<file path="src/hdl/dspwm_pkg.sv">
package dspwm_pkg;

    // Field widths fixed by the stream format
    localparam int CFG_BITS   = 16;
    localparam int SET_BITS   = 16;
    localparam int OP_BITS    = 2;
    localparam int STATE_BITS = 2;
    localparam int IDX_BITS   = 2;

    // Defaults for the top-level parameters
    localparam int MOTOR_COUNT_DEFAULT = 2;
    localparam int DUTY_BITS_DEFAULT   = 16;

    // Operation codes
    localparam logic [OP_BITS-1:0] OP_TICK      = 2'd0;
    localparam logic [OP_BITS-1:0] OP_SET_STATE = 2'd1;
    localparam logic [OP_BITS-1:0] OP_TRIM      = 2'd2;

    // Run states
    localparam logic [STATE_BITS-1:0] RS_STOPPED  = 2'd0;
    localparam logic [STATE_BITS-1:0] RS_FORWARD  = 2'd1;
    localparam logic [STATE_BITS-1:0] RS_BACKWARD = 2'd2;
    localparam logic [STATE_BITS-1:0] RS_RESERVED = 2'd3;

    // Configuration register indexes
    localparam logic [IDX_BITS-1:0] REG_PERIOD_RELOAD = 2'd0;
    localparam logic [IDX_BITS-1:0] REG_TRIM_FLOOR    = 2'd1;
    localparam logic [IDX_BITS-1:0] REG_TRIM_CEILING  = 2'd2;
    localparam logic [IDX_BITS-1:0] REG_LEFT_MIRRORED = 2'd3;

    // Reset values
    localparam logic [31:0] PERIOD_RELOAD_RESET = 32'd47103;
    localparam logic [31:0] TRIM_FLOOR_RESET    = 32'd18432;
    localparam logic [31:0] TRIM_CEILING_RESET  = 32'd65535;
    localparam logic        LEFT_MIRRORED_RESET = 1'b1;
    localparam logic [31:0] FWD_RESET_LEFT      = 32'd48140;
    localparam logic [31:0] BWD_RESET_LEFT      = 32'd48690;
    localparam logic [31:0] FWD_RESET_RIGHT     = 32'd48930;
    localparam logic [31:0] BWD_RESET_RIGHT     = 32'd47990;

    typedef struct packed {
        logic [CFG_BITS-1:0] period_reload;
        logic [CFG_BITS-1:0] trim_floor;
        logic [CFG_BITS-1:0] trim_ceiling;
        logic                left_mirrored;
    } cfg_t;

    typedef struct packed {
        logic [OP_BITS-1:0]    op;
        logic                  motor;
        logic [STATE_BITS-1:0] run_state;
        logic                  trim_direction;
        logic                  speed_up;
    } item_t;

    typedef struct packed {
        logic                left_pin;
        logic                right_pin;
        logic                period_start;
        logic [SET_BITS-1:0] forward_setting;
        logic [SET_BITS-1:0] backward_setting;
        logic                save_request;
        logic [1:0]          save_slot;
        logic [SET_BITS-1:0] save_value;
    } result_t;

endpackage

</file>
<file path="src/hdl/dual_servo_pwm_with_trim.sv">
// Two-channel servo PWM generator with per-motor speed trim. Every input
// transaction (tick, set run state, trim or the unused op) yields exactly
// one result transaction. One transaction is taken per clock cycle. An
// accepted transaction is loaded into the input register, and its result
// then into the result register, which drives the result stream. The
// pipeline only halts while the result register is full and m_tready is
// low. Configuration registers are written through cfg_wr_en/cfg_index/
// cfg_data and must only change while the block is idle.
// The pin levels, period-start flag and addressed motor's duty settings in
// each result reflect the state after that transaction.
module dual_servo_pwm_with_trim #(
    parameter int MOTOR_COUNT = dspwm_pkg::MOTOR_COUNT_DEFAULT,
    parameter int DUTY_BITS   = dspwm_pkg::DUTY_BITS_DEFAULT
) (
    input  logic                             clk,
    input  logic                             rst_n,
    // input stream
    input  logic                             s_tvalid,
    output logic                             s_tready,
    input  logic [7:0]                       s_tdata,  // motor, run_state[1:0],
                                                       // trim_direction, speed_up
    input  logic [dspwm_pkg::OP_BITS-1:0]    s_tuser,  // op
    // result stream
    output logic                             m_tvalid,
    input  logic                             m_tready,
    output logic [55:0]                      m_tdata,  // left_pin, right_pin,
                                                       // period_start,
                                                       // forward_setting[15:0],
                                                       // backward_setting[15:0],
                                                       // save_request,
                                                       // save_slot[1:0],
                                                       // save_value[15:0]
    // configuration write port
    input  logic                             cfg_wr_en,
    input  logic [dspwm_pkg::IDX_BITS-1:0]   cfg_index,
    input  logic [dspwm_pkg::CFG_BITS-1:0]   cfg_data
);
    import dspwm_pkg::*;

    cfg_t    cfg_reg;
    logic    in_valid_reg;
    item_t   item_reg;
    logic    out_valid_reg;
    result_t res_reg;
    result_t res;
    logic    advance;
    logic    step_en;

    // Configuration registers
    always_ff @(posedge clk or negedge rst_n)
    begin
        if (!rst_n)
        begin
            cfg_reg.period_reload <= CFG_BITS'(PERIOD_RELOAD_RESET);
            cfg_reg.trim_floor    <= CFG_BITS'(TRIM_FLOOR_RESET);
            cfg_reg.trim_ceiling  <= CFG_BITS'(TRIM_CEILING_RESET);
            cfg_reg.left_mirrored <= LEFT_MIRRORED_RESET;
        end
        else if (cfg_wr_en)
        begin
            unique case (cfg_index)
                REG_PERIOD_RELOAD: cfg_reg.period_reload <= cfg_data;
                REG_TRIM_FLOOR:    cfg_reg.trim_floor    <= cfg_data;
                REG_TRIM_CEILING:  cfg_reg.trim_ceiling  <= cfg_data;
                REG_LEFT_MIRRORED: cfg_reg.left_mirrored <= cfg_data[0];
            endcase
        end
    end

    // Pipeline moves when the result register is empty or being drained
    assign advance  = !out_valid_reg || m_tready;
    assign s_tready = !in_valid_reg || advance;
    assign step_en  = in_valid_reg && advance;

    // Input register
    always_ff @(posedge clk or negedge rst_n)
    begin
        if (!rst_n)
            in_valid_reg <= 1'b0;
        else if (s_tready)
            in_valid_reg <= s_tvalid;
    end

    always_ff @(posedge clk)
    begin
        if (s_tvalid && s_tready)
        begin
            item_reg.op             <= s_tuser;
            item_reg.motor          <= s_tdata[0];
            item_reg.run_state      <= s_tdata[2:1];
            item_reg.trim_direction <= s_tdata[3];
            item_reg.speed_up       <= s_tdata[4];
        end
    end

    dspwm_engine #(
        .MOTOR_COUNT (MOTOR_COUNT),
        .DUTY_BITS   (DUTY_BITS)
    ) u_engine (
        .clk     (clk),
        .rst_n   (rst_n),
        .step_en (step_en),
        .item    (item_reg),
        .cfg     (cfg_reg),
        .res     (res)
    );

    // Result register
    always_ff @(posedge clk or negedge rst_n)
    begin
        if (!rst_n)
            out_valid_reg <= 1'b0;
        else if (advance)
            out_valid_reg <= in_valid_reg;
    end

    always_ff @(posedge clk)
    begin
        if (step_en)
            res_reg <= res;
    end

    assign m_tvalid = out_valid_reg;
    assign m_tdata  = {2'b00,
                       res_reg.save_value,
                       res_reg.save_slot,
                       res_reg.save_request,
                       res_reg.backward_setting,
                       res_reg.forward_setting,
                       res_reg.period_start,
                       res_reg.right_pin,
                       res_reg.left_pin};

endmodule

</file>
<file path="src/hdl/dspwm_engine.sv">
module dspwm_engine #(
    parameter int MOTOR_COUNT = dspwm_pkg::MOTOR_COUNT_DEFAULT,
    parameter int DUTY_BITS   = dspwm_pkg::DUTY_BITS_DEFAULT
) (
    input  logic              clk,
    input  logic              rst_n,
    input  logic              step_en,
    input  dspwm_pkg::item_t  item,
    input  dspwm_pkg::cfg_t   cfg,
    output dspwm_pkg::result_t res
);
    import dspwm_pkg::*;

    // Compare width wide enough for both duties and limit registers
    localparam int CW        = (DUTY_BITS > CFG_BITS) ? DUTY_BITS : CFG_BITS;
    localparam int RIGHT_IDX = (MOTOR_COUNT > 1) ? 1 : 0;
    localparam logic RIGHT_PRESENT = (MOTOR_COUNT > 1);

    logic [DUTY_BITS-1:0]  counter_reg, counter_next;
    logic [DUTY_BITS-1:0]  fwd_reg [MOTOR_COUNT];
    logic [DUTY_BITS-1:0]  fwd_next [MOTOR_COUNT];
    logic [DUTY_BITS-1:0]  bwd_reg [MOTOR_COUNT];
    logic [DUTY_BITS-1:0]  bwd_next [MOTOR_COUNT];
    logic [DUTY_BITS-1:0]  act_reg [MOTOR_COUNT];
    logic [DUTY_BITS-1:0]  act_next [MOTOR_COUNT];
    logic [DUTY_BITS-1:0]  cmp_reg [MOTOR_COUNT];
    logic [DUTY_BITS-1:0]  cmp_next [MOTOR_COUNT];
    logic [STATE_BITS-1:0] state_reg [MOTOR_COUNT];
    logic [STATE_BITS-1:0] state_next [MOTOR_COUNT];
    logic [MOTOR_COUNT-1:0] armed_reg, armed_next;
    logic [MOTOR_COUNT-1:0] pin_reg, pin_next;

    logic                 wrap;
    logic                 is_tick;
    logic                 is_set;
    logic                 is_trim;
    logic                 motor_ok;
    logic                 mir;
    logic                 inc;
    logic [DUTY_BITS-1:0] cur;
    logic [DUTY_BITS-1:0] newv;
    logic [DUTY_BITS-1:0] save_val;
    logic [DUTY_BITS-1:0] fwd_sel;
    logic [DUTY_BITS-1:0] bwd_sel;

    // Step logic: tick, run-state change and trim
    always_comb
    begin
        counter_next = counter_reg;
        fwd_next     = fwd_reg;
        bwd_next     = bwd_reg;
        act_next     = act_reg;
        cmp_next     = cmp_reg;
        state_next   = state_reg;
        armed_next   = armed_reg;
        pin_next     = pin_reg;
        mir          = 1'b0;
        inc          = 1'b0;
        cur          = '0;
        newv         = '0;
        save_val     = '0;
        fwd_sel      = '0;
        bwd_sel      = '0;

        wrap     = &counter_reg;
        motor_ok = (item.motor == 1'b0) || RIGHT_PRESENT;
        is_tick  = step_en && (item.op == OP_TICK);
        is_set   = step_en && (item.op == OP_SET_STATE) && motor_ok;
        is_trim  = step_en && (item.op == OP_TRIM) && motor_ok;

        // period counter: count up, reload after the all-ones count
        if (is_tick)
        begin
            if (wrap)
                counter_next = DUTY_BITS'(cfg.period_reload);
            else
                counter_next = counter_reg + 1'b1;
        end

        for (int m = 0; m < MOTOR_COUNT; m++)
        begin
            // latch active duty at period start
            if (is_tick && wrap)
            begin
                cmp_next[m]   = act_reg[m];
                armed_next[m] = (act_reg[m] != '0) &&
                                (CW'(act_reg[m]) < CW'(cfg.trim_ceiling));
                pin_next[m]   = (act_reg[m] != '0);
            end
            // falling edge on compare match, reload tick included
            if (is_tick && armed_next[m] && (counter_next == cmp_next[m]))
                pin_next[m] = 1'b0;

            if (int'(item.motor) == m)
            begin
                if (is_set)
                begin
                    if (item.run_state == RS_RESERVED)
                        state_next[m] = RS_STOPPED;
                    else
                        state_next[m] = item.run_state;
                end

                if (is_trim)
                begin
                    mir = (m == 0) ? cfg.left_mirrored : 1'b0;
                    inc = item.speed_up ^ item.trim_direction ^ mir;
                    cur = item.trim_direction ? bwd_reg[m] : fwd_reg[m];
                    newv = cur;
                    if (inc)
                    begin
                        if (CW'(cur) < CW'(cfg.trim_ceiling))
                            newv = cur + 1'b1;
                    end
                    else
                    begin
                        if (CW'(cur) > CW'(cfg.trim_floor))
                            newv = cur - 1'b1;
                    end
                    if (item.trim_direction)
                        bwd_next[m] = newv;
                    else
                        fwd_next[m] = newv;
                    save_val = newv;
                end

                // refresh active duty from the new state and duties
                if (is_set || is_trim)
                begin
                    case (state_next[m])
                        RS_FORWARD:  act_next[m] = fwd_next[m];
                        RS_BACKWARD: act_next[m] = bwd_next[m];
                        default:     act_next[m] = '0;
                    endcase
                end

                fwd_sel = fwd_next[m];
                bwd_sel = bwd_next[m];
            end
        end

        // result of this step
        res.left_pin         = pin_next[0];
        res.right_pin        = RIGHT_PRESENT && pin_next[RIGHT_IDX];
        res.period_start     = is_tick && wrap;
        res.forward_setting  = SET_BITS'(fwd_sel);
        res.backward_setting = SET_BITS'(bwd_sel);
        res.save_request     = is_trim;
        res.save_slot        = is_trim ? {item.motor, item.trim_direction} : 2'd0;
        res.save_value       = is_trim ? SET_BITS'(save_val) : '0;
    end

    // Channel state
    always_ff @(posedge clk or negedge rst_n)
    begin
        if (!rst_n)
        begin
            counter_reg <= DUTY_BITS'(PERIOD_RELOAD_RESET);
            armed_reg   <= '0;
            pin_reg     <= '0;
            for (int m = 0; m < MOTOR_COUNT; m++)
            begin
                fwd_reg[m]   <= (m == 0) ? DUTY_BITS'(FWD_RESET_LEFT) :
                                (m == 1) ? DUTY_BITS'(FWD_RESET_RIGHT) : '0;
                bwd_reg[m]   <= (m == 0) ? DUTY_BITS'(BWD_RESET_LEFT) :
                                (m == 1) ? DUTY_BITS'(BWD_RESET_RIGHT) : '0;
                act_reg[m]   <= '0;
                cmp_reg[m]   <= '0;
                state_reg[m] <= RS_STOPPED;
            end
        end
        else
        begin
            counter_reg <= counter_next;
            fwd_reg     <= fwd_next;
            bwd_reg     <= bwd_next;
            act_reg     <= act_next;
            cmp_reg     <= cmp_next;
            state_reg   <= state_next;
            armed_reg   <= armed_next;
            pin_reg     <= pin_next;
        end
    end

`ifndef NO_ASSERTIONS
    // a save is only raised by a trim transaction
    assert property (@(posedge clk) disable iff (!rst_n)
        res.save_request |-> (step_en && item.op == OP_TRIM))
        else $error("save request without trim");

    // period start leaves the counter at the reload value
    assert property (@(posedge clk) disable iff (!rst_n)
        res.period_start |=> counter_reg == DUTY_BITS'($past(cfg.period_reload)))
        else $error("counter not reloaded at period start");

    // an ordinary tick advances the counter by one
    assert property (@(posedge clk) disable iff (!rst_n)
        (is_tick && !wrap) |=> counter_reg == $past(counter_reg) + 1'b1)
        else $error("counter did not advance");

    // only ticks move the counter
    assert property (@(posedge clk) disable iff (!rst_n)
        !is_tick |=> $stable(counter_reg))
        else $error("counter moved without a tick");
`endif

endmodule

</file>
<file path="config.mk">
export PLATFORM = sky130hd
export DESIGN_NAME = dual_servo_pwm_with_trim
export DESIGN_NICKNAME = d
export VERILOG_FILES = /design/src/hdl/dspwm_pkg.sv /design/src/hdl/dual_servo_pwm_with_trim.sv /design/src/hdl/dspwm_engine.sv
export SDC_FILE = /design/constraint.sdc
export NUM_CORES = 1
export LEC_CHECK = 0
export ABC_AREA = 1
export BUFFER_PORTS_ARGS = -buffer_cell sky130_fd_sc_hd__buf_2
export CORE_MARGIN = 2
export CORE_UTILIZATION = 30
export CTS_BUF_LIST = sky130_fd_sc_hd__clkbuf_8
export DETAILED_ROUTE_END_ITERATION = 8
export GPL_TIMING_DRIVEN = 0
export PLACE_DENSITY_LB_ADDON = 0.08
export SLEW_MARGIN = 30
export SYNTH_ARGS = -nofsm -noshare
export SYNTH_HDL_FRONTEND = slang
export SYNTH_SLANG_ARGS = --single-unit
</file>
<file path="constraint.sdc">
create_clock -name clk -period 5.42 [get_ports clk]
set_input_delay 0.813 -clock clk [delete_from_list [all_inputs] [get_ports clk]]
set_output_delay 0.813 -clock clk [all_outputs]
set_load 0.03 [all_outputs]
</file>
[Word level (Yosys, flattened, before mapping)]
Index checks and enable logic that the tools add are counted.
W data, S select, Z words.
Word-level totals
  register bits after elaboration: 264
  input bits: 33
  output and inout bits: 58
  logic and storage cells: 122
Cells by class
  $add $sub $neg: 5
  order comparisons: 6
  eq/ne operators: 12
  mux-type cells: 36
  bitwise operators: 3
  reductions and logical operators: 28
Operators with widths (number)
  $mux W16: 23
  $lt A16 B16 Y1: 4
  $pmux W16 S2: 2
  $add A16 B1 Y16 const B: 3
  $eq A16 B16 Y1: 2
  $gt A16 B16 Y1: 2
  $reduce_bool A16 Y1: 2
  $sub A16 B1 Y16 const B: 2
  $reduce_and A16 Y1: 1
  $eq A2 B2 Y1 const B: 6
  $logic_and A1 B1 Y1: 12
  $reduce_and A2 Y1: 6
  $mux W2: 5
  $eq A2 B1 Y1 const B: 4
  $mux W1: 6
  $logic_not A2 Y1: 2
  $logic_or A1 B1 Y1: 3
  $logic_not A1 Y1: 2
  $xor A1 B1 Y1: 2
  $not A1 Y1: 1

[Longest topological paths before layout]
  word-level depth: 9
  depth in mapped cells: 23
  mapped depth without buffers: 21

[By module]
Synthesis repeated with hierarchy kept, for this count alone.
Second synthesis, totals
  cells, all modules: 2565
  area, all modules: 18418.9 um^2
By module, submodules not included
  dspwm_engine: times used 1, cells each 2271, area an instance 14371.3 um^2, sequential area each 3866.2 um^2
  dual_servo_pwm_with_trim: times used 1, cells each 294, area an instance 4047.6 um^2, sequential area each 3149.3 um^2

[Worst setup path after synthesis]
No wires, ideal clock.
  path kind: input to register
  start: in m_tready
  end: reg res_reg, in the netlist m_tdata[0] (data pin)
  library setup time: 0.254 ns
  data arrival time: 4.171 ns
  data required time: 5.166 ns
  setup slack: 0.994 ns
  stages on the path: 15
  buffers on the path: 2
  cells stage by stage: inv_1 > a21oi_2 > nand3_1 > inv_2 > nand2_2 > buf_2 > buf_2 > nand2_1 > nand2_1 > nand3_1 > nand3_1 > nor2_1 > nand4_1 > nor2_1 > nor2_1
RTL lines
  from (decl): RTL line dual_servo_pwm_with_trim.sv:25  | input logic m_tready,
  to (signal assigned): RTL line dual_servo_pwm_with_trim.sv:120  | res_reg <= res;
  to (decl): RTL line dual_servo_pwm_with_trim.sv:44  | result_t res_reg;

[Worst setup path after layout]
  start: reg item_reg[1] (netlist name)
  end: reg u_engine.act_reg[18] (netlist name)
Between the ends
  longest elaborated chain between the ends: 7
  elaborated cells on any way between the ends: 15
  those cells by class: add/sub (2); order compare (2); mux (9); bitwise (2)
Ends and longest elaborated chain
  from (decl): RTL line dual_servo_pwm_with_trim.sv:42  | item_t item_reg;
  $mux W16: RTL line dspwm_engine.sv:108  | cur = item.trim_direction ? bwd_reg[m] : fwd_reg[m];
  $sub A16 B1 Y16, or another cell as far along: RTL line dspwm_engine.sv:118  | newv = cur - 1'b1;
  $mux W16, on equally long branches: RTL line dspwm_engine.sv:117, dspwm_engine.sv:112
  $mux W16: RTL line dspwm_engine.sv:110  | if (inc)
  $mux W16: RTL line dspwm_engine.sv:120  | if (item.trim_direction)
  $mux W16: RTL line dspwm_engine.sv:104  | if (is_trim)
  $pmux W16 S2 *: RTL line dspwm_engine.sv:130  | case (state_next[m])
  to (signal assigned): RTL line dspwm_engine.sv:177  | act_reg <= act_next;
  to (decl): RTL line dspwm_engine.sv:24  | logic [DUTY_BITS-1:0] act_reg [MOTOR_COUNT];
Mark *: on every way between the ends. The rest lies on a longest branch, timed or not.
A chain may end at the register's enable or synchronous reset.

==> flow_summary_export.csv <==
group,metric,value,unit
status,outcome,"finished, final reports clean",
routing,drc,0,
power_and_ir_drop,internal_power,4.86,mW
routing,first_pass_iters,7,
cells_and_area,number_of_flip_flops_in_the_largest_register,54,
sta,final-max-slew-violation-count,0,
sta,whs,0.339,ns
clock_network,worst_setup_hold_path_clk_slew,0.06,ns
grt,overflow,0,
power_and_ir_drop,pwr-share-seq,0.310,
power_and_ir_drop,power_frac_clock,0.251,
sta,worst_pin_slew,1.11,ns
cells_and_area,post_route_cells_drive_above_1_share,0.140,
grt,grt_pass1_wl,114,mm
sta,timing.final.setup_violations,0,
routing,vias_per_cell,5.06,
sta,finClkSkew,0.0330,ns
clock_network,cts-buffers-inserted,51,
logic_synthesis,ys_ff_latch,264,
setup_path,worst-endpoint-required,6.00,ns
power_and_ir_drop,p_sw_frac,0.452,
sta,time_the_final_worst_path_needs_with_i_o_delays_and_setup,5.10,ns
grt,grt_start_max_net_pins,72,
clock_network,clkLatencyLatePin,0.65,ns
placed_design,globalplace.congestion,0.952,
clock_network,clkSinkCount,264,
logic_synthesis,yosysSeqAreaShare,0.389,
logic_synthesis,postSynthAreaPerCell,7.21,um2
clock_network,clock-root-buffer,"clkbuf_8",
sta,rsz0062_at_grt,"false",
logic_synthesis,yosys-top-cells-area,"nand2_1, dfrtp_1, dfstp_2, edfxtp_1, nand3_1",
grt,antenna_violations_before_repair,1,
sta,timing.fmax,0.196,GHz
power_and_ir_drop,cellLeakagePower,10.5,nW
routing,wl_per_cell,22.3,um
sta,timing.max_slew.rel_slack,0.259,
routing,detailedRoute.firstIterationViolations,1280,
setup_path,worst_ep_arrival_time,5.68,ns
routing,route.antenna.remaining_nets,0,
floorplanning,floorplan.die_area,62100,um2
routing,num_vias,17536,
floorplanning,die_h,249,um
floorplanning,count_of_standard_cell_rows,89,
sta,report.final.hold_viol_count,0,
floorplanning,initial_core_util,0.305,
power_and_ir_drop,pwr-share-comb,0.440,
power_and_ir_drop,pwr_dens,427,nW/um2
hold_path,worst_hold_path_type,"input port to register",
floorplanning,io_pins,91,
cells_and_area,finalNetCount,2784,
logic_synthesis,yosysUniqueCellTypes,45,
placed_design,dpl.hpwl,60.3,mm
run,max_cap_viols,0,
clock_network,cts.htree.levels,2,
floorplanning,die_outline_width,249,um
grt,via_count_of_the_first_global_routing_pass,17598,
placed_design,placement.io_buffers,85,
cells_and_area,areaGrowthSynthToFinish,15.1,%
logic_synthesis,synth_top_cell_by_area,"nand2_1",
clock_network,ctsLongestPathBuffers,3,
power_and_ir_drop,power,8.87,mW
clock_network,cts_resized,0,
power_and_ir_drop,power.ir.vdd_worst,204,uV
power_and_ir_drop,net-switching-power,4.01,mW
floorplanning,std_cell_core_area,59200,um2
logic_synthesis,synth_enable_flop_cells,61,
logic_synthesis,yosysWarningCount,0,
routing,detailed_route_wire_length,77.3,mm
logic_synthesis,synth-async-reset-ratio,0.769,
grt,global_route.usage.total,0.248,
sta,layout_worst_path_cycle_share,0.942,
setup_path,cp-start-kind,"register",
setup_path,critical_path_peak_fanout,10,
clock_network,cts_tree,"yes",
setup_path,critical_path.endpoint_type,"register",
logic_synthesis,synthesis.instances,2503,
logic_synthesis,netlist_area,18000,um2
logic_synthesis,netlist.area_leader.share,0.184,
setup_path,worst-setup-path-type,"register to register",
logic_synthesis,synth-main-ff-cell,"dfrtp_1",
-- critical path, stage by stage, from the launching register on --
cell      delay, ns
edfxtp_1       0.38
buf_6          0.16
buf_6          0.17
buf_4          0.22
o21ai_0        0.76
inv_1          0.39
ha_1           0.42
a21oi_1        0.14
o21ai_0        0.10
a21oi_1        0.75
nand2_1        0.31
buf_2          0.29
nand2_1        0.09
nand3_1        0.20
nand3_1        0.18
nand3_1        0.08
nand2_1        0.11
nand2_1        0.16
nand2_1        0.14
-- logic make-up (layout without fill, tap and decap cells) --
logic type      count (synthesis)  after routing  share of synthesized area
buf+inv                       361            550                     0.0813
simple gates                 1440           1440                      0.344
other cells                     1              3                   0.000208
fa+ha+maj                     101            101                     0.0700
flops                         264            264                      0.389
compound gates                295            295                     0.0940
xor+xnor                       41             41                     0.0214
-- through the flow --
stage | instance area, um2 | std cells | utilization | TNS (ns) | worst slack [ns]
CTS | 20800 | 3466 | 0.350 | 0 | 0.468
finish | 20800 | 3467 | 0.350 | 0 | 0.316
detailed placement | 19600 | 3369 | 0.331 | 0 | 0.519
global placement | 19400 | 3362 | 0.328 | -113.71 | -2.29
global route | 20800 | 3467 | 0.350 | 0 | 0.136
floorplan | 18000 | 2504 | - | 0 | 0.994
-- power groups by stage --
stage | Sequential (mW) | Clock, mW | Combinational [mW]
2_1_floorplan | 2.83 | 0 | 2.45
3_3_place_gp | 2.78 | 0 | 3.80
3_5_place_dp | 2.78 | 0 | 3.85
4_1_cts | 2.75 | 2.29 | 3.88
5_1_grt | 2.79 | 2.38 | 4.33
6_report | 2.75 | 2.22 | 3.90
-- final cells by class --
type | instances | area [um2]
inverters | 276 | 1040
repair buffers | 93 | 601
clock inverters | 36 | 302
clock buffers | 60 | 826
flip-flops and latches | 264 | 7020
well taps | 773 | 967
plain buffers | 85 | 430
multi-input cells | 1879 | 9580
fillers | 6391 | 38500
diodes | 1 | 2.50
-- metal layers --
metal / up-vias / global-route usage / share of wire
met5: - / 0 / 0
met4: 0 / 0.133 / 0.058
met3: 156 / 0.0270 / 0.045
met2: 515 / 0.412 / 0.46
met1: 8397 / 0.317 / 0.43
li1: 8468 / - / -
-- final timing paths --
| check | slack [ns] | startpoint | cells after the start | endpoint |
|---|---|---|---|---|
| hold / removal | 0.34 | s_tdata[1] | 1 | item_reg[2] |
| setup reg to reg | 0.32 | item_reg[1] | 18 | u_engine.act_reg[18] |
| min in group asynchronous | 0.64 | rst_n | 2 | cfg_reg[17] |
| max in group asynchronous | 3.74 | rst_n | 4 | u_engine.fwd_reg[8] |
| hold reg to reg | 0.49 | cfg_reg[11] | 2 | cfg_reg[11] |
| setup / recovery | 0.32 | item_reg[1] | 18 | u_engine.act_reg[18] |
-- cells in the mapped netlist (9+ instances only) --
cell,number
nand2_2,13
nor2_2,12
buf_2,20
nor3_1,11
nand3_1,340
a21o_1,15
clkbuf_1,40
o21ai_2,19
inv_2,9
dfrtp_1,120
nand2_1,884
o21ai_1,30
edfxtp_1,61
nor2_1,103
ha_1,101
inv_1,265
o21ai_0,153
a21oi_1,61
dfstp_2,83
nand4_1,37
nand3b_1,13
buf_1,11
xor2_1,36
-- placed cells by master (no fill, tap or decap), drive strengths merged, types with 15 or more instances in the layout --
master and n:
nand2 901, clkinv 16, o21ai 209, xor2 37
inv 289, ha 101, dfrtp 120, nand4 37
a21o 15, dfstp 83, a21oi 62, clkbuf 100
nor2 123, nand3 345, edfxtp 61, buf 137
-- what timing repair did --
action | 4_1_cts | 5_1_grt
hold buffers | 1 | 0
setup buffers | 0 | 0
hold endpoints to repair | 10 | 0
No activity file was read; power rests on OpenSTA's default activity.
